--- config.mk ---
export PLATFORM = sky130hd
export DESIGN_NAME = nmea_rmc_field_extractor_unit
export DESIGN_NICKNAME = d
export VERILOG_FILES = /design/src/nrfe_pkg.sv /design/src/nmea_rmc_field_extractor_unit.sv /design/src/nrfe_ram.sv /design/src/nrfe_ctrl.sv /design/src/nrfe_dp.sv
export SDC_FILE = /design/constraint.sdc
export NUM_CORES = 1
export LEC_CHECK = 0
export BUFFER_PORTS_ARGS = -buffer_cell sky130_fd_sc_hd__buf_4
export CORE_MARGIN = 2
export CORE_UTILIZATION = 47
export CTS_CLUSTER_SIZE = 30
export DETAILED_ROUTE_END_ITERATION = 6
export REMOVE_ABC_BUFFERS = 1
export SLEW_MARGIN = 20
export SYNTH_ARGS = -nofsm -noshare
export SYNTH_HDL_FRONTEND = slang
export SYNTH_SLANG_ARGS = --single-unit
--- constraint.sdc ---
create_clock -name aclk -period 6.8 [get_ports aclk]
set_input_delay 0 -clock aclk [delete_from_list [all_inputs] [get_ports aclk]]
set_output_delay 0 -clock aclk [all_outputs]
set_load 0.02 [all_outputs]
--- src/nrfe_pkg.sv ---
// Shared constants, types and lookup functions for the RMC field extractor.
`default_nettype none

package nrfe_pkg;

    // Field capacities and sentence limit
    localparam int TIME_CHARS   = 10;
    localparam int LAT_CHARS    = 10;
    localparam int LON_CHARS    = 11;
    localparam int MAX_SENTENCE = 80;

    localparam int NUM_FIELDS  = 6;
    localparam int STORE_DEPTH = TIME_CHARS + 1 + LAT_CHARS + 1 + LON_CHARS + 1;
    localparam int ADDR_W      = $clog2(STORE_DEPTH);
    localparam int LEN_W       = 4;
    localparam int SLEN_W      = 7;
    localparam int FID_W       = 3;
    localparam int CC_W        = 3;
    localparam int BYTE_W      = 8;

    // Length of "$GxRMC," counted into the sentence length
    localparam logic [SLEN_W-1:0] HEADER_LEN = SLEN_W'(7);
    localparam logic [CC_W-1:0]   CC_MAX     = 3'd7;

    // Characters
    localparam logic [BYTE_W-1:0] CH_DOLLAR = 8'h24;
    localparam logic [BYTE_W-1:0] CH_G      = 8'h47;
    localparam logic [BYTE_W-1:0] CH_P      = 8'h50;
    localparam logic [BYTE_W-1:0] CH_N      = 8'h4E;
    localparam logic [BYTE_W-1:0] CH_R      = 8'h52;
    localparam logic [BYTE_W-1:0] CH_M      = 8'h4D;
    localparam logic [BYTE_W-1:0] CH_C      = 8'h43;
    localparam logic [BYTE_W-1:0] CH_COMMA  = 8'h2C;
    localparam logic [BYTE_W-1:0] CH_A      = 8'h41;
    localparam logic [BYTE_W-1:0] CH_CR     = 8'h0D;
    localparam logic [BYTE_W-1:0] CH_LF     = 8'h0A;

    // Field indexes within the store
    localparam logic [FID_W-1:0] IDX_TIME   = 3'd0;
    localparam logic [FID_W-1:0] IDX_STATUS = 3'd1;
    localparam logic [FID_W-1:0] IDX_LAT    = 3'd2;
    localparam logic [FID_W-1:0] IDX_NS     = 3'd3;
    localparam logic [FID_W-1:0] IDX_LON    = 3'd4;
    localparam logic [FID_W-1:0] IDX_EW     = 3'd5;
    localparam logic [FID_W-1:0] IDX_END    = 3'd6;

    // field_id of the closing record
    localparam logic [FID_W-1:0] FID_CLOSE  = 3'd0;

    typedef enum logic [2:0] {
        HDR_HUNT   = 3'd0,
        HDR_DOLLAR = 3'd1,
        HDR_G      = 3'd2,
        HDR_TALKER = 3'd3,
        HDR_R      = 3'd4,
        HDR_M      = 3'd5,
        HDR_C      = 3'd6
    } hdr_t;

    typedef enum logic [1:0] {
        ST_IDLE,
        ST_SEEK,
        ST_LOAD,
        ST_OUT
    } ctrl_state_t;

    typedef struct packed {
        logic take;
        logic seek_next;
        logic rd;
        logic load_char;
        logic load_close;
    } nrfe_cmd_t;

    typedef struct packed {
        logic emit_hit;
        logic all_done;
        logic field_done;
        logic out_last;
    } nrfe_stat_t;

    function automatic logic [LEN_W-1:0] field_cap(input logic [FID_W-1:0] idx);
        logic [LEN_W-1:0] cap;
        case (idx)
            IDX_TIME:   cap = LEN_W'(TIME_CHARS);
            IDX_STATUS: cap = LEN_W'(1);
            IDX_LAT:    cap = LEN_W'(LAT_CHARS);
            IDX_NS:     cap = LEN_W'(1);
            IDX_LON:    cap = LEN_W'(LON_CHARS);
            IDX_EW:     cap = LEN_W'(1);
            default:    cap = '0;
        endcase
        return cap;
    endfunction

    function automatic logic [ADDR_W-1:0] field_base(input logic [FID_W-1:0] idx);
        logic [ADDR_W-1:0] base;
        case (idx)
            IDX_TIME:   base = '0;
            IDX_STATUS: base = ADDR_W'(TIME_CHARS);
            IDX_LAT:    base = ADDR_W'(TIME_CHARS + 1);
            IDX_NS:     base = ADDR_W'(TIME_CHARS + 1 + LAT_CHARS);
            IDX_LON:    base = ADDR_W'(TIME_CHARS + 1 + LAT_CHARS + 1);
            IDX_EW:     base = ADDR_W'(TIME_CHARS + 1 + LAT_CHARS + 1 + LON_CHARS);
            default:    base = '0;
        endcase
        return base;
    endfunction

endpackage

`default_nettype wire

--- src/nmea_rmc_field_extractor_unit.sv ---
// Top level of the NMEA RMC field extractor.
`default_nettype none

// Takes one received byte per transaction and picks out $GPRMC / $GNRMC sentences.
// Every byte that does not end a sentence is taken in a single cycle, so bytes may
// arrive back to back. On CR LF the stored characters of fields 1 to 6 are sent as
// one transaction each, in field order, followed by a closing record with last set;
// no byte is taken until the closing record has gone. The drain reads the character
// store through its single registered read port: each character passes through the
// seek, load and output states (address, read, present), each field ends with a seek
// step, and the closing record is loaded and then presented.

module nmea_rmc_field_extractor_unit (
    input  wire logic                          aclk,
    input  wire logic                          aresetn,
    input  wire logic                          s_valid,
    output logic                               s_ready,
    input  wire logic [nrfe_pkg::BYTE_W-1:0]   s_rx_byte,
    output logic                               m_valid,
    input  wire logic                          m_ready,
    output logic      [nrfe_pkg::FID_W-1:0]    m_field_id,
    output logic      [nrfe_pkg::LEN_W-1:0]    m_char_pos,
    output logic      [nrfe_pkg::BYTE_W-1:0]   m_char_value,
    output logic                               m_fix_valid,
    output logic                               m_talker_gn,
    output logic                               m_sentence_error,
    output logic                               m_overflow,
    output logic                               m_last
);

    nrfe_pkg::nrfe_cmd_t  cmd;
    nrfe_pkg::nrfe_stat_t stat;

    nrfe_ctrl u_ctrl (
        .aclk    (aclk),
        .aresetn (aresetn),
        .s_valid (s_valid),
        .s_ready (s_ready),
        .m_valid (m_valid),
        .m_ready (m_ready),
        .stat    (stat),
        .cmd     (cmd)
    );

    nrfe_dp u_dp (
        .aclk           (aclk),
        .aresetn        (aresetn),
        .rx_byte        (s_rx_byte),
        .cmd            (cmd),
        .stat           (stat),
        .field_id       (m_field_id),
        .char_pos       (m_char_pos),
        .char_value     (m_char_value),
        .fix_valid      (m_fix_valid),
        .talker_gn      (m_talker_gn),
        .sentence_error (m_sentence_error),
        .overflow       (m_overflow),
        .last           (m_last)
    );

endmodule

`default_nettype wire

--- src/nrfe_ram.sv ---
// Generic single-write, single-read RAM with registered read data.
`default_nettype none

module nrfe_ram #(
    parameter int WIDTH = 8,
    parameter int DEPTH = 34
) (
    input  wire logic                     aclk,
    input  wire logic                     wr_en,
    input  wire logic [$clog2(DEPTH)-1:0] wr_addr,
    input  wire logic [WIDTH-1:0]         wr_data,
    input  wire logic                     rd_en,
    input  wire logic [$clog2(DEPTH)-1:0] rd_addr,
    output logic      [WIDTH-1:0]         rd_data
);

    logic [WIDTH-1:0] mem [DEPTH];

    always_ff @(posedge aclk) begin
        if (wr_en) begin
            mem[wr_addr] <= wr_data;
        end
        if (rd_en) begin
            rd_data <= mem[rd_addr];
        end
    end

endmodule

`default_nettype wire

--- src/nrfe_ctrl.sv ---
// Controller state machine: byte intake and sequencing of the record drain.
`default_nettype none

module nrfe_ctrl (
    input  wire logic               aclk,
    input  wire logic               aresetn,
    input  wire logic               s_valid,
    output logic                    s_ready,
    output logic                    m_valid,
    input  wire logic               m_ready,
    input  wire nrfe_pkg::nrfe_stat_t stat,
    output nrfe_pkg::nrfe_cmd_t     cmd
);

    nrfe_pkg::ctrl_state_t state_reg, state_next;

    always_ff @(posedge aclk) begin
        if (!aresetn) begin
            state_reg <= nrfe_pkg::ST_IDLE;
        end else begin
            state_reg <= state_next;
        end
    end

    always_comb begin
        state_next = state_reg;
        cmd        = '0;
        s_ready    = 1'b0;
        m_valid    = 1'b0;
        case (state_reg)
            nrfe_pkg::ST_IDLE: begin
                s_ready = 1'b1;
                if (s_valid) begin
                    cmd.take = 1'b1;
                    if (stat.emit_hit) begin
                        state_next = nrfe_pkg::ST_SEEK;
                    end
                end
            end
            nrfe_pkg::ST_SEEK: begin
                if (stat.all_done) begin
                    cmd.load_close = 1'b1;
                    state_next     = nrfe_pkg::ST_OUT;
                end else if (stat.field_done) begin
                    cmd.seek_next = 1'b1;
                end else begin
                    cmd.rd     = 1'b1;
                    state_next = nrfe_pkg::ST_LOAD;
                end
            end
            nrfe_pkg::ST_LOAD: begin
                cmd.load_char = 1'b1;
                state_next    = nrfe_pkg::ST_OUT;
            end
            nrfe_pkg::ST_OUT: begin
                m_valid = 1'b1;
                if (m_ready) begin
                    state_next = stat.out_last ? nrfe_pkg::ST_IDLE : nrfe_pkg::ST_SEEK;
                end
            end
            default: begin
                state_next = nrfe_pkg::ST_IDLE;
            end
        endcase
    end

endmodule

`default_nettype wire

--- src/nrfe_dp.sv ---
// Datapath: header match, field capture into the character store, drain cursor and output register.
`default_nettype none

module nrfe_dp (
    input  wire logic                           aclk,
    input  wire logic                           aresetn,
    input  wire logic [nrfe_pkg::BYTE_W-1:0]    rx_byte,
    input  wire nrfe_pkg::nrfe_cmd_t            cmd,
    output nrfe_pkg::nrfe_stat_t                stat,
    output logic      [nrfe_pkg::FID_W-1:0]     field_id,
    output logic      [nrfe_pkg::LEN_W-1:0]     char_pos,
    output logic      [nrfe_pkg::BYTE_W-1:0]    char_value,
    output logic                                fix_valid,
    output logic                                talker_gn,
    output logic                                sentence_error,
    output logic                                overflow,
    output logic                                last
);

    localparam int NF = nrfe_pkg::NUM_FIELDS;

    // Sentence state
    nrfe_pkg::hdr_t                  hdr_reg, hdr_next;
    logic                            gn_reg, gn_next;
    logic                            insent_reg, insent_next;
    logic [nrfe_pkg::CC_W-1:0]       cc_reg, cc_next;
    logic                            cr_reg, cr_next;
    logic [nrfe_pkg::SLEN_W-1:0]     slen_reg, slen_next;
    logic                            ovf_reg, ovf_next;
    logic                            sta_reg, sta_next;
    logic [nrfe_pkg::LEN_W-1:0]      flen_reg [NF];
    logic [nrfe_pkg::LEN_W-1:0]      flen_next [NF];

    // Drain cursor
    logic [nrfe_pkg::FID_W-1:0]      fcur_reg, fcur_next;
    logic [nrfe_pkg::LEN_W-1:0]      pcur_reg, pcur_next;

    // Output record
    logic [nrfe_pkg::FID_W-1:0]      fid_reg;
    logic [nrfe_pkg::LEN_W-1:0]      pos_reg;
    logic [nrfe_pkg::BYTE_W-1:0]     val_reg;
    logic                            fix_reg, tgn_reg, serr_reg, oflag_reg;
    logic                            last_reg, last_next;

    logic [nrfe_pkg::FID_W-1:0]      idx;
    logic [nrfe_pkg::LEN_W-1:0]      flen_cur;
    logic                            data_field;
    logic                            wr_en;
    logic [nrfe_pkg::ADDR_W-1:0]     wr_addr;
    logic [nrfe_pkg::ADDR_W-1:0]     rd_addr;
    logic [nrfe_pkg::BYTE_W-1:0]     rd_data;

    // One length lookup, shared: capture field while in a sentence, drain cursor otherwise
    assign idx        = insent_reg ? (cc_reg - nrfe_pkg::CC_W'(1)) : fcur_reg;
    assign flen_cur   = (idx < nrfe_pkg::FID_W'(NF)) ? flen_reg[idx] : '0;
    assign data_field = (cc_reg != '0) && (cc_reg <= nrfe_pkg::CC_W'(NF));
    assign wr_addr    = nrfe_pkg::field_base(idx) + nrfe_pkg::ADDR_W'(flen_cur);
    assign rd_addr    = nrfe_pkg::field_base(fcur_reg) + nrfe_pkg::ADDR_W'(pcur_reg);

    assign stat.emit_hit   = insent_reg && cr_reg && (rx_byte == nrfe_pkg::CH_LF);
    assign stat.all_done   = (fcur_reg == nrfe_pkg::IDX_END);
    assign stat.field_done = (pcur_reg >= flen_cur);
    assign stat.out_last   = last_reg;

    always_comb begin
        hdr_next    = hdr_reg;
        gn_next     = gn_reg;
        insent_next = insent_reg;
        cc_next     = cc_reg;
        cr_next     = cr_reg;
        slen_next   = slen_reg;
        ovf_next    = ovf_reg;
        sta_next    = sta_reg;
        flen_next   = flen_reg;
        fcur_next   = fcur_reg;
        pcur_next   = pcur_reg;
        wr_en       = 1'b0;

        if (cmd.take) begin
            if (insent_reg && cr_reg) begin
                cr_next = 1'b0;
            end
            if (stat.emit_hit) begin
                insent_next = 1'b0;
                hdr_next    = nrfe_pkg::HDR_HUNT;
                cr_next     = 1'b0;
                fcur_next   = nrfe_pkg::IDX_TIME;
                pcur_next   = '0;
            end else if (rx_byte == nrfe_pkg::CH_DOLLAR) begin
                hdr_next    = nrfe_pkg::HDR_DOLLAR;
                insent_next = 1'b0;
                cr_next     = 1'b0;
            end else if (insent_reg) begin
                if (rx_byte == nrfe_pkg::CH_CR) begin
                    cr_next = 1'b1;
                end else if (slen_reg >= nrfe_pkg::SLEN_W'(nrfe_pkg::MAX_SENTENCE)) begin
                    ovf_next = 1'b1;
                end else begin
                    slen_next = slen_reg + nrfe_pkg::SLEN_W'(1);
                    if (rx_byte == nrfe_pkg::CH_COMMA) begin
                        if (cc_reg != nrfe_pkg::CC_MAX) begin
                            cc_next = cc_reg + nrfe_pkg::CC_W'(1);
                        end
                    end else if (data_field) begin
                        if (flen_cur < nrfe_pkg::field_cap(idx)) begin
                            wr_en          = 1'b1;
                            flen_next[idx] = flen_cur + nrfe_pkg::LEN_W'(1);
                            // first status character decides the fix flag
                            if (idx == nrfe_pkg::IDX_STATUS && flen_cur == '0) begin
                                sta_next = (rx_byte == nrfe_pkg::CH_A);
                            end
                        end else begin
                            ovf_next = 1'b1;
                        end
                    end
                end
            end else begin
                case (hdr_reg)
                    nrfe_pkg::HDR_DOLLAR: begin
                        hdr_next = (rx_byte == nrfe_pkg::CH_G) ? nrfe_pkg::HDR_G
                                                               : nrfe_pkg::HDR_HUNT;
                    end
                    nrfe_pkg::HDR_G: begin
                        if (rx_byte == nrfe_pkg::CH_P || rx_byte == nrfe_pkg::CH_N) begin
                            gn_next  = (rx_byte == nrfe_pkg::CH_N);
                            hdr_next = nrfe_pkg::HDR_TALKER;
                        end else begin
                            hdr_next = nrfe_pkg::HDR_HUNT;
                        end
                    end
                    nrfe_pkg::HDR_TALKER: begin
                        hdr_next = (rx_byte == nrfe_pkg::CH_R) ? nrfe_pkg::HDR_R
                                                               : nrfe_pkg::HDR_HUNT;
                    end
                    nrfe_pkg::HDR_R: begin
                        hdr_next = (rx_byte == nrfe_pkg::CH_M) ? nrfe_pkg::HDR_M
                                                               : nrfe_pkg::HDR_HUNT;
                    end
                    nrfe_pkg::HDR_M: begin
                        hdr_next = (rx_byte == nrfe_pkg::CH_C) ? nrfe_pkg::HDR_C
                                                               : nrfe_pkg::HDR_HUNT;
                    end
                    nrfe_pkg::HDR_C: begin
                        hdr_next = nrfe_pkg::HDR_HUNT;
                        if (rx_byte == nrfe_pkg::CH_COMMA) begin
                            insent_next = 1'b1;
                            cc_next     = nrfe_pkg::CC_W'(1);
                            cr_next     = 1'b0;
                            slen_next   = nrfe_pkg::HEADER_LEN;
                            ovf_next    = 1'b0;
                            for (int i = 0; i < NF; i++) begin
                                flen_next[i] = '0;
                            end
                        end
                    end
                    default: begin
                        hdr_next = nrfe_pkg::HDR_HUNT;
                    end
                endcase
            end
        end

        if (cmd.seek_next) begin
            fcur_next = fcur_reg + nrfe_pkg::FID_W'(1);
            pcur_next = '0;
        end
        if (cmd.load_char) begin
            pcur_next = pcur_reg + nrfe_pkg::LEN_W'(1);
        end
    end

    always_comb begin
        last_next = last_reg;
        if (cmd.load_char) begin
            last_next = 1'b0;
        end else if (cmd.load_close) begin
            last_next = 1'b1;
        end
    end

    always_ff @(posedge aclk) begin
        if (!aresetn) begin
            hdr_reg    <= nrfe_pkg::HDR_HUNT;
            gn_reg     <= 1'b0;
            insent_reg <= 1'b0;
            cc_reg     <= '0;
            cr_reg     <= 1'b0;
            slen_reg   <= '0;
            ovf_reg    <= 1'b0;
            for (int i = 0; i < NF; i++) begin
                flen_reg[i] <= '0;
            end
            fcur_reg   <= '0;
            pcur_reg   <= '0;
            last_reg   <= 1'b0;
        end else begin
            hdr_reg    <= hdr_next;
            gn_reg     <= gn_next;
            insent_reg <= insent_next;
            cc_reg     <= cc_next;
            cr_reg     <= cr_next;
            slen_reg   <= slen_next;
            ovf_reg    <= ovf_next;
            flen_reg   <= flen_next;
            fcur_reg   <= fcur_next;
            pcur_reg   <= pcur_next;
            last_reg   <= last_next;
        end
    end

    // Payload registers, no reset
    always_ff @(posedge aclk) begin
        sta_reg <= sta_next;
        if (cmd.load_char) begin
            fid_reg   <= fcur_reg + nrfe_pkg::FID_W'(1);
            pos_reg   <= pcur_reg;
            val_reg   <= rd_data;
            fix_reg   <= 1'b0;
            tgn_reg   <= 1'b0;
            serr_reg  <= 1'b0;
            oflag_reg <= 1'b0;
        end else if (cmd.load_close) begin
            fid_reg   <= nrfe_pkg::FID_CLOSE;
            pos_reg   <= '0;
            val_reg   <= '0;
            fix_reg   <= (flen_reg[nrfe_pkg::IDX_STATUS] != '0) && sta_reg;
            tgn_reg   <= gn_reg;
            serr_reg  <= (cc_reg != nrfe_pkg::CC_MAX);
            oflag_reg <= ovf_reg;
        end
    end

    nrfe_ram #(
        .WIDTH (nrfe_pkg::BYTE_W),
        .DEPTH (nrfe_pkg::STORE_DEPTH)
    ) u_store (
        .aclk    (aclk),
        .wr_en   (wr_en),
        .wr_addr (wr_addr),
        .wr_data (rx_byte),
        .rd_en   (cmd.rd),
        .rd_addr (rd_addr),
        .rd_data (rd_data)
    );

    assign field_id       = fid_reg;
    assign char_pos       = pos_reg;
    assign char_value     = val_reg;
    assign fix_valid      = fix_reg;
    assign talker_gn      = tgn_reg;
    assign sentence_error = serr_reg;
    assign overflow       = oflag_reg;
    assign last           = last_reg;

endmodule

`default_nettype wire

# == Word-level counts from Yosys, hierarchy flattened ==
# Memories as Yosys holds them, arrays and structs flattened. A register that Yosys moved wholly into a read port is not among the register bits.
# Index checks and enable logic that the tools add are counted.
# word_totals
wordCells,238
output_inout_bits,22
n_memories,1
mem_bits_rw,272
register_bits,71
inputBits,12
# classes
reduce_logical,34
n_mux,110
n_bitwise,8
n_eq_ne,45
add_sub_neg,8
order_cmp,7
# mem_list
name,words,width,rd,rd_clocked_by_memory_dff,wr,line,text
u_dp.u_store.mem,34,8,1,1,1,nrfe_ram.sv:17,logic [WIDTH-1:0] mem [DEPTH];
# op_table
operator,n
2-to-1 mux 24 bit,8
2-to-1 mux 4 bit,18
case mux 6 bit (5 select lines),2
2-to-1 mux 3 bit,19
equality test 8 x 7 -> 1 bit (second input constant),7
2-to-1 mux 1 bit,41
2-to-1 mux 7 bit,5
bitwise mux 24 bit,1
equality test 3 bit (second input constant),8
AND reduction 10 bit,2
equality test 3 x 2 -> 1 bit (second input constant),6
2-to-1 mux 2 bit,9
AND reduction 9 bit,2
equality test 8 x 4 -> 1 bit (second input constant),2
equality test 8 x 6 -> 1 bit (second input constant),2
2-to-1 mux 8 bit,2
!= test 2 bit (second input constant),8
!= test 3 bit (second input constant),5
case mux 3 bit (5 select lines),1
adder 6 x 4 -> 6 bit,2
binary-select mux 4 bit (select 3 bit),1
demux 4 bit (select 3 bit),1
case mux 4 bit (3 select lines),1
nonzero test 2 bit,6
31 further kinds,53

# == Longest topological paths before layout ==
# Gate-level depths: netlist of the first run.
# logic_depth
word_depth,25
mapped_depth,18

# == Modules after synthesis ==
# Synthesis of the first run repeated with hierarchy kept, for this count alone.
# unflattened
cells_unflattened,1188
area_unflattened_um2,16134.2
# modules_own_cells
mod,seq_area_each_um2,cells_each,n_inst,area_per_inst_um2
nrfe_ram,8408.1,612,1,11193.2
nrfe_dp,1541.5,552,1,4700.8
nrfe_ctrl,40.0,24,1,240.2

# == Worst setup path before layout of the first run ==
# No wires, ideal clock.
# synth_path
path_type,register -> register
startpoint,reg u_dp.cc_reg[0] (netlist bit)
endpoint,"mem u_dp.u_store.mem[2][0], enable pin"
t_arrival_ps,4582
setup_ps,383
path_stages_with_launch,17
required_ps,6417
slack_ps,1834
path_cell_list,dfxtp_1 -> clkbuf_1 -> inv_1 -> ha_1 -> clkbuf_1 -> nand2_1 -> o21ai_0 -> mux4_2 -> a22oi_1 -> inv_1 -> ha_1 -> nor2b_1 -> o21ai_0 -> o21a_1 -> clkbuf_1 -> or3b_2 -> nor3_1
# synth_between
elab_chain_len,25
elab_cells_between_ends,42
cone_classes,2 x add/sub; 3 x order compare; 5 x eq/ne; 26 x mux; 1 x bitwise; 5 x reduce/logical
# synth_rtl
item,line,text
from (decl),nrfe_dp.sv:26,"logic [nrfe_pkg::CC_W-1:0] cc_reg, cc_next;"
from (signal assigned),nrfe_dp.sv:200,cc_reg <= cc_next;
subtractor 3 x 1 -> 3 bit,nrfe_dp.sv:54,assign idx = insent_reg ? (cc_reg - nrfe_pkg::CC_W'(1)) : fcur_reg;
2-to-1 mux 3 bit,nrfe_dp.sv:54,
"equality test 3 x 2 -> 1 bit, or another cell as far along","nrfe_pkg.sv:84, nrfe_pkg.sv:98",
OR reduction 3 bit (no source line) or OR reduction 2 bit (tied branches),--,
case mux 4 bit (3 select lines),nrfe_pkg.sv:84,case (idx)
2-to-1 mux 4 bit,nrfe_dp.sv:104,end else if (data_field) begin
2-to-1 mux 4 bit,nrfe_dp.sv:100,if (rx_byte == nrfe_pkg::CH_COMMA) begin
2-to-1 mux 4 bit,nrfe_dp.sv:96,end else if (slen_reg >= nrfe_pkg::SLEN_W'(nrfe_pkg::MAX_SENTENCE)) begin
(+9 left out),--,
2-to-1 mux 1 bit,nrfe_dp.sv:96,
2-to-1 mux 1 bit,nrfe_dp.sv:94,if (rx_byte == nrfe_pkg::CH_CR) begin
2-to-1 mux 1 bit,nrfe_dp.sv:93,end else if (insent_reg) begin
2-to-1 mux 1 bit,nrfe_dp.sv:89,end else if (rx_byte == nrfe_pkg::CH_DOLLAR) begin
2-to-1 mux 1 bit,nrfe_dp.sv:83,if (stat.emit_hit) begin
2-to-1 mux 1 bit,nrfe_dp.sv:79,if (cmd.take) begin
2-to-1 mux 1 bit,nrfe_ram.sv:20,if (wr_en) begin
2-to-1 mux 1 bit (implied by the code),nrfe_ram.sv:21,mem[wr_addr] <= wr_data;
to (decl),nrfe_ram.sv:17,
# Several ways; a longest one is shown, not always the timed one. The select of a mux whose other input is x is not followed.

# == Worst setup path in the final report of the first run ==
# layout_path
startpoint,reg u_dp.cc_reg[0] (netlist bit)
endpoint,"mem u_dp.u_store.mem[0][2], enable pin"
# The elaborated chain is that of the path after synthesis.

==> results of run 1 <==
[final timing paths]
kind / slack, ns / cells past startpoint / startpoint / endpoint
worst min-delay path: 0.37 / 3 / aresetn / u_dp.pcur_reg[0]
worst max-delay path: 1.28 / 15 / u_dp.cc_reg[0] / u_dp.u_store.mem[0][2]
worst min register to register: 0.46 / 2 / u_dp.fix_valid / u_dp.fix_valid
worst max register to register: 1.28 / 15 / u_dp.cc_reg[0] / u_dp.u_store.mem[0][2]
[power groups by stage]
stage                     Clock (W)  Sequential, W  Combinational [W]
after detailed placement          0        0.00240           0.000665
after CTS                   0.00204        0.00235           0.000673
after floorplan                   0        0.00239           0.000439
final                       0.00200        0.00235           0.000667
after global placement            0        0.00240           0.000664
after global routing        0.00213        0.00235           0.000727
[critical path: stages (launching register included)]
cell,delay (ns)
dfxtp_1,0.50
inv_1,0.15
ha_1,0.27
xor2_2,0.39
mux2i_1,0.42
o21a_1,0.26
a21oi_1,0.29
inv_1,0.15
ha_1,0.25
fa_1,0.41
a21o_1,0.17
a21oi_1,0.25
xor2_1,0.35
nand2_1,0.18
or3b_2,0.55
nor2_1,0.57
[synth_stat cells, drive strengths merged, types with 3 or more instances]
| cell type | number | area [um^2] |
|---|---|---|
| nor3 | 27 | 140 |
| or2 | 4 | 25.0 |
| o2bb2ai | 18 | 158 |
| or3 | 5 | 31.3 |
| inv | 23 | 86.3 |
| xnor2 | 9 | 78.8 |
| xor2 | 9 | 86.3 |
| buf | 14 | 68.8 |
| a211oi | 14 | 110 |
| nand4 | 12 | 75.1 |
| nor2 | 49 | 184 |
| dfxtp | 55 | 1100 |
| mux2i | 15 | 150 |
| a21oi | 39 | 195 |
| ha | 33 | 413 |
| nand2 | 45 | 169 |
| o21ai | 22 | 110 |
| or4 | 3 | 22.5 |
| nand4b | 5 | 43.8 |
| o21a | 3 | 22.5 |
| a22oi | 3 | 22.5 |
| a21o | 9 | 67.6 |
| o22ai | 7 | 43.8 |
| edfxtp | 296 | 8890 |
| nor2b | 21 | 131 |
| nor4 | 3 | 18.8 |
| a2bb2oi | 5 | 43.8 |
| mux4 | 81 | 1820 |
| a31oi | 3 | 18.8 |
| nand3 | 11 | 55.1 |
| and2 | 16 | 100 |
| nand2b | 12 | 75.1 |
| and3 | 7 | 43.8 |
| and4b | 3 | 30.0 |
| clkbuf | 29 | 109 |
[stage by stage]
| stage | area [um^2] | instances | power (W) |
|---|---|---|---|
| after floorplan | 15000 | 908 | 0.00283 |
| after CTS | 17300 | 1440 | 0.00507 |
| after global routing | 17300 | 1440 | 0.00521 |
| after global placement | 15900 | 1364 | 0.00306 |
| final | 17300 | 1440 | 0.00502 |
| after detailed placement | 15900 | 1364 | 0.00306 |
[routing by layer]
metal / vias to the layer above / global-route usage (%) / share of wire [%]
li1: 3903 / - / -
met1: 4301 / 28.2 / 43
met2: 238 / 34.6 / 49
met3: 50 / 3.86 / 6.0
met4: 0 / 6.40 / 2.4
met5: - / 0 / 0
[cell type report]
class,count,area [um^2]
Fill cell,2519,14400
Sequential cell,351,9990
Multi-Input combinational cell,533,4950
Clock buffer,47,1010
Timing Repair Buffer,65,515
Tap cell,402,503
Clock inverter,18,205
Inverter,24,90.1
[cell families (layout without fill, tap and decap cells)]
kind of cell,after synthesis,in the layout
AO/OA/AOI/OAI,148,148
XOR/XNOR,18,18
adder cells (fa/ha/maj),35,35
buffers and inverters,67,154
flip-flops,351,351
multiplexers,97,97
AND/OR/NAND/NOR,235,235
==> summary.md, run 1 <==
| Metric | Value |
|---|---|
| Status | finished clean |
| CTS resizes | 0 |
| Initial Util | 47.9% |
| Crit path max fanout | 12 |
| Worst vdd ir | 0.000201 V |
| Largest family of logic cells by synthesized area | multiplexers |
| Pin count of the biggest net entering global routing | 48 |
| Die width | 184 um |
| Sw Share | 24.6% |
| Commonest non-fill, non-tap cell in the layout | edfxtp_1 |
| Total Die Area | 33,700 um^2 |
| Ant. Diodes | 0 |
| Total vias in the final route | 8,492 |
| Flop pwr share | 46.9% |
| Pre-Repair DR Iteration Count | 5 |
| Clock network fraction of total power | 39.8% |
| EDFF count, synth | 296 |
| DP Worst Slack | 1.33 ns |
| Vias in the first global route | 8,578 |
| Detail Route Antenna Nets | 0 |
| RD Place Congestion | 0.923 |
| Mux cell area share after synthesis | 13.1% |
| Setup Skew | 0.0130 ns |
| Area growth syn-to-layout | 13.9% |
| Tcrit/Tclk final | 81.2% |
| Final Hold Vio Count | 0 |
| Final Slew Violations | 0 |
| Routed WL | 33,800 um |
| Hold-fix buffers, CTS | 11 |
| Initial drt markers | 652 |
| Antenna violations before repair | 0 |
| Finish-stage setup viols | 0 |
| Most frequent cells in the layout | 296 x edfxtp_1, 81 x mux4_2, 55 x dfxtp_1 |
| Setup TNS | 0 ns |
| Mapped cell area | 15,200 um^2 |
| Post-Synth XOR/XNOR Area | 1.09% |
| Final WS setup | 1.28 ns |
| Adder-cell share of the synthesized area | 2.99% |
| Clock latency on the worst-skew pair | 0.53 ns |
| Worst Tran Pin Value | 0.928 ns |
| Post-synth top flop | edfxtp_1 |
| DP Wirelength | 22,300 um |
| Mapped Avg Cell Area | 15.9 um^2 |
| CTS tree | done |
| Layout cell share with drive strength beyond 1 | 20.7% |
| Setup crit start kind | register |
| PD cells | 291 nW/um^2 |
| Post-synthesis sequential area ratio | 65.9% |
| Max frequency | 181 MHz |
| Io pins | 34 |
| Sink Count | 351 |
| Compound-gate portion of the synthesized area | 6.91% |
| Post-synthesis sequential element count | 351 |
| Per-cell routed wire length | 23.5 um |
| H-tree depth | 2 |
| Crit end category | register |
| Fin util | 54.6% |
| Nets | 1,059 |
| Unrepaired setup endpoints after global routing | false |
| Period minus WS final | 5.52 ns |
| Leakage | 5.68 nW |
| Clock Pin Slew Worst Setup and Hold Paths | 0.06 ns |
| Clock buffer depth | 3 |
| Via-to-Cell Ratio | 5.90 |
| Root Driver | clkbuf_16 |
| Post-route DRC | 0 |
| Gr ovfl total | 0 |
| Max Cap Viol | 0 |
| Post-CTS setup buffers | 0 |
| Asr flop ratio synth | 0% |
| Simple-gate share of the synthesized area | 8.27% |
| Arr. time, crit path | 5.69 ns |
| I/O Buffers | 33 |
| Logic gate share of total power | 13.3% |
| WP data required | 6.97 ns |
| Clock buffer count from CTS | 37 |
| Die height | 184 um |
| Switching pwr | 0.00124 W |
| Rows | 65 |
| Warnings from Yosys | 0 |
| Core Region | 31,600 um^2 |
| Max FFs per register | 272 |
| Hold Crit Class | primary input to register |
| Internal | 0.00378 W |
| GRT Util Overall | 20.9% |
| WHS | 0.373 ns |
| Crit Path Category | register to register |
| Syn Inst Count | 951 |
| Post-synth cell types | 73 |
| Slew headroom | 36.4% |
| Global-route wire length before repair | 52,300 um |
Note: power is estimated with default switching activity, not from simulation.
==> run 2, diff against run 1 <==
- clock period: 6.8 -> 5.2 ns (I/O delays scaled with it)
==> summary.md, run 2 (synthesis gave the netlist of run 1 again) <==
| Metric | Value |
|---|---|
| Setup Skew | 0.0228 ns |
| Worst R2R Start | u_dp.cc_reg[0] |
| Layout cell share with drive strength beyond 1 | 23.1% |
| Slowest stage delay, CP | 0.59 ns |
| # fillers | 2,531 |
| Area growth syn-to-layout | 15.8% |
| Sink Count | 351 |
| Slew headroom | 36.3% |
| H-tree depth | 2 |
| Status | finished clean |
| Global-route wire length before repair | 52,400 um |
| Final Slew Violations | 0 |
| Rows | 65 |
| Crit path max-delay family | compound AO/OA/AOI/OAI gates |
| Min-delay src | aresetn |
| Via-to-Cell Ratio | 5.83 |
| Pin count of the biggest net entering global routing | 45 |
| Gr ovfl total | 0 |
| Routed WL | 33,800 um |
| Detail Route Antenna Nets | 0 |
| Crit Path Category | register to register |
| Worst Tran Pin Value | 0.954 ns |
| Die width | 184 um |
| Initial Util | 47.9% |
| Per-cell routed wire length | 22.9 um |
| Setup TNS | 0 ns |
| Arr. time, crit path | 5.04 ns |
| Max frequency | 208 MHz |
| Clock buffer depth | 3 |
| Fin util | 55.5% |
| Ant. Diodes | 0 |
| Total Die Area | 33,700 um^2 |
| Crit-path slowest cell | or3b_2 |
| WP data required | 5.43 ns |
| RD Place Congestion | 0.949 |
| Clock latency on the worst-skew pair | 0.52 ns |
| Bufs and invs on worst path | 3 |
| Io pins | 34 |
| Total vias in the final route | 8,588 |
| I/O Buffers | 33 |
| Worst vdd ir | 0.000232 V |
| Max FFs per register | 272 |
| Finish-stage setup viols | 0 |
| CTS tree | done |
| Crit path max fanout | 10 |
| Leakage | 5.85 nW |
| Crit end category | register |
| Post-route DRC | 0 |
| Root Driver | clkbuf_16 |
| Core Region | 31,600 um^2 |
| Antenna violations before repair | 0 |
| Final Hold Vio Count | 0 |
| Initial drt markers | 742 |
| Max Cap Viol | 0 |
| Most frequent cells in the layout | 296 x edfxtp_1, 82 x buf_4, 81 x mux4_2 |
| Clock Pin Slew Worst Setup and Hold Paths | 0.06 ns |
| Tcrit/Tclk final | 92.5% |
| Clock buffer count from CTS | 36 |
| Period minus WS final | 4.81 ns |
| Pre-Repair DR Iteration Count | 5 |
| Hold Crit Class | primary input to register |
| Commonest non-fill, non-tap cell in the layout | edfxtp_1 |
| Unrepaired setup endpoints after global routing | false |
| Die height | 184 um |
| Nets | 1,091 |
| DP Wirelength | 22,600 um |
| CP cell instances | inv_1 -> ha_1 -> nor2b_2 -> a2bb2oi_1 -> o21ai_0 -> o32a_2 -> inv_1 -> ha_1 -> a21o_1 -> a21oi_1 -> xor2_1 -> nand2_1 -> or3b_2 -> nor3_1 -> buf_4 |
| Worst Setup SP | u_dp.cc_reg[0] |
| Setup crit start kind | register |
| Vias in the first global route | 8,452 |
| GRT Util Overall | 20.7% |
| PD cells | 372 nW/um^2 |
| Post-CTS setup buffers | 0 |
[run 2: cell type report]
cell class / count / area [um^2] / share of cell area, %
multi-input cells: 533 / 4970 / 28.3
flip-flops and latches: 351 / 9990 / 56.9
repair buffers: 98 / 826 / 4.70
inverters: 24 / 90.1 / 0.513
clock inverters: 14 / 155 / 0.884
well taps: 402 / 503 / 2.86
clock buffers: 51 / 1020 / 5.82
[run 2: report_power, final]
part / leakage [nW] / switching, W / internal, W
Combinational: 2.15 / 0.000543 / 0.000369
Sequential: 3.12 / 0.0000146 / 0.00306
Clock: 0.580 / 0.00103 / 0.00152
[run 2: per-layer routing]
metal  routed length [um]  global-route usage [%]
met3                 1670                    2.93
met2                16400                    33.3
met4                  669                    5.38
met5                    0                       0
met1                15100                    29.9
[run 2: tightest hold or removal path, cell delays in order]
cell and delay [ns]:
dlygate4sd3_1 0.53, buf_4 0.20, o21a_1 0.12
[run 2: metrics by stage]
step                total power (W)  instance area (um^2)  std cells  setup WS, ns  hold WS [ns]
global placement            0.00403                 16200       1397         0.357         0.353
global route                0.00678                 17600       1473         0.123         0.395
CTS                         0.00660                 17500       1473         0.192         0.366
detailed placement          0.00404                 16200       1397         0.199         0.357
floorplan                   0.00370                 15000        908        -0.339        0.0989
finish                      0.00654                 17600       1473         0.389         0.383
[run 2: worst paths after layout]
kind	slack (ns)	endpoint	cells past startpoint
worst max-delay path	0.39	u_dp.u_store.mem[2][0]	15
worst min-delay path	0.38	u_dp.pcur_reg[0]	3
worst max register to register	0.39	u_dp.u_store.mem[2][0]	15
worst min register to register	0.46	u_dp.flen_reg[3]	1
[run 2: repair_timing]
action / CTS / global route
hold buffers: 11 / 0
hold endpoints to repair: 268 / 0
gates resized for setup: 0 / 6
setup endpoints to repair: 0 / 32
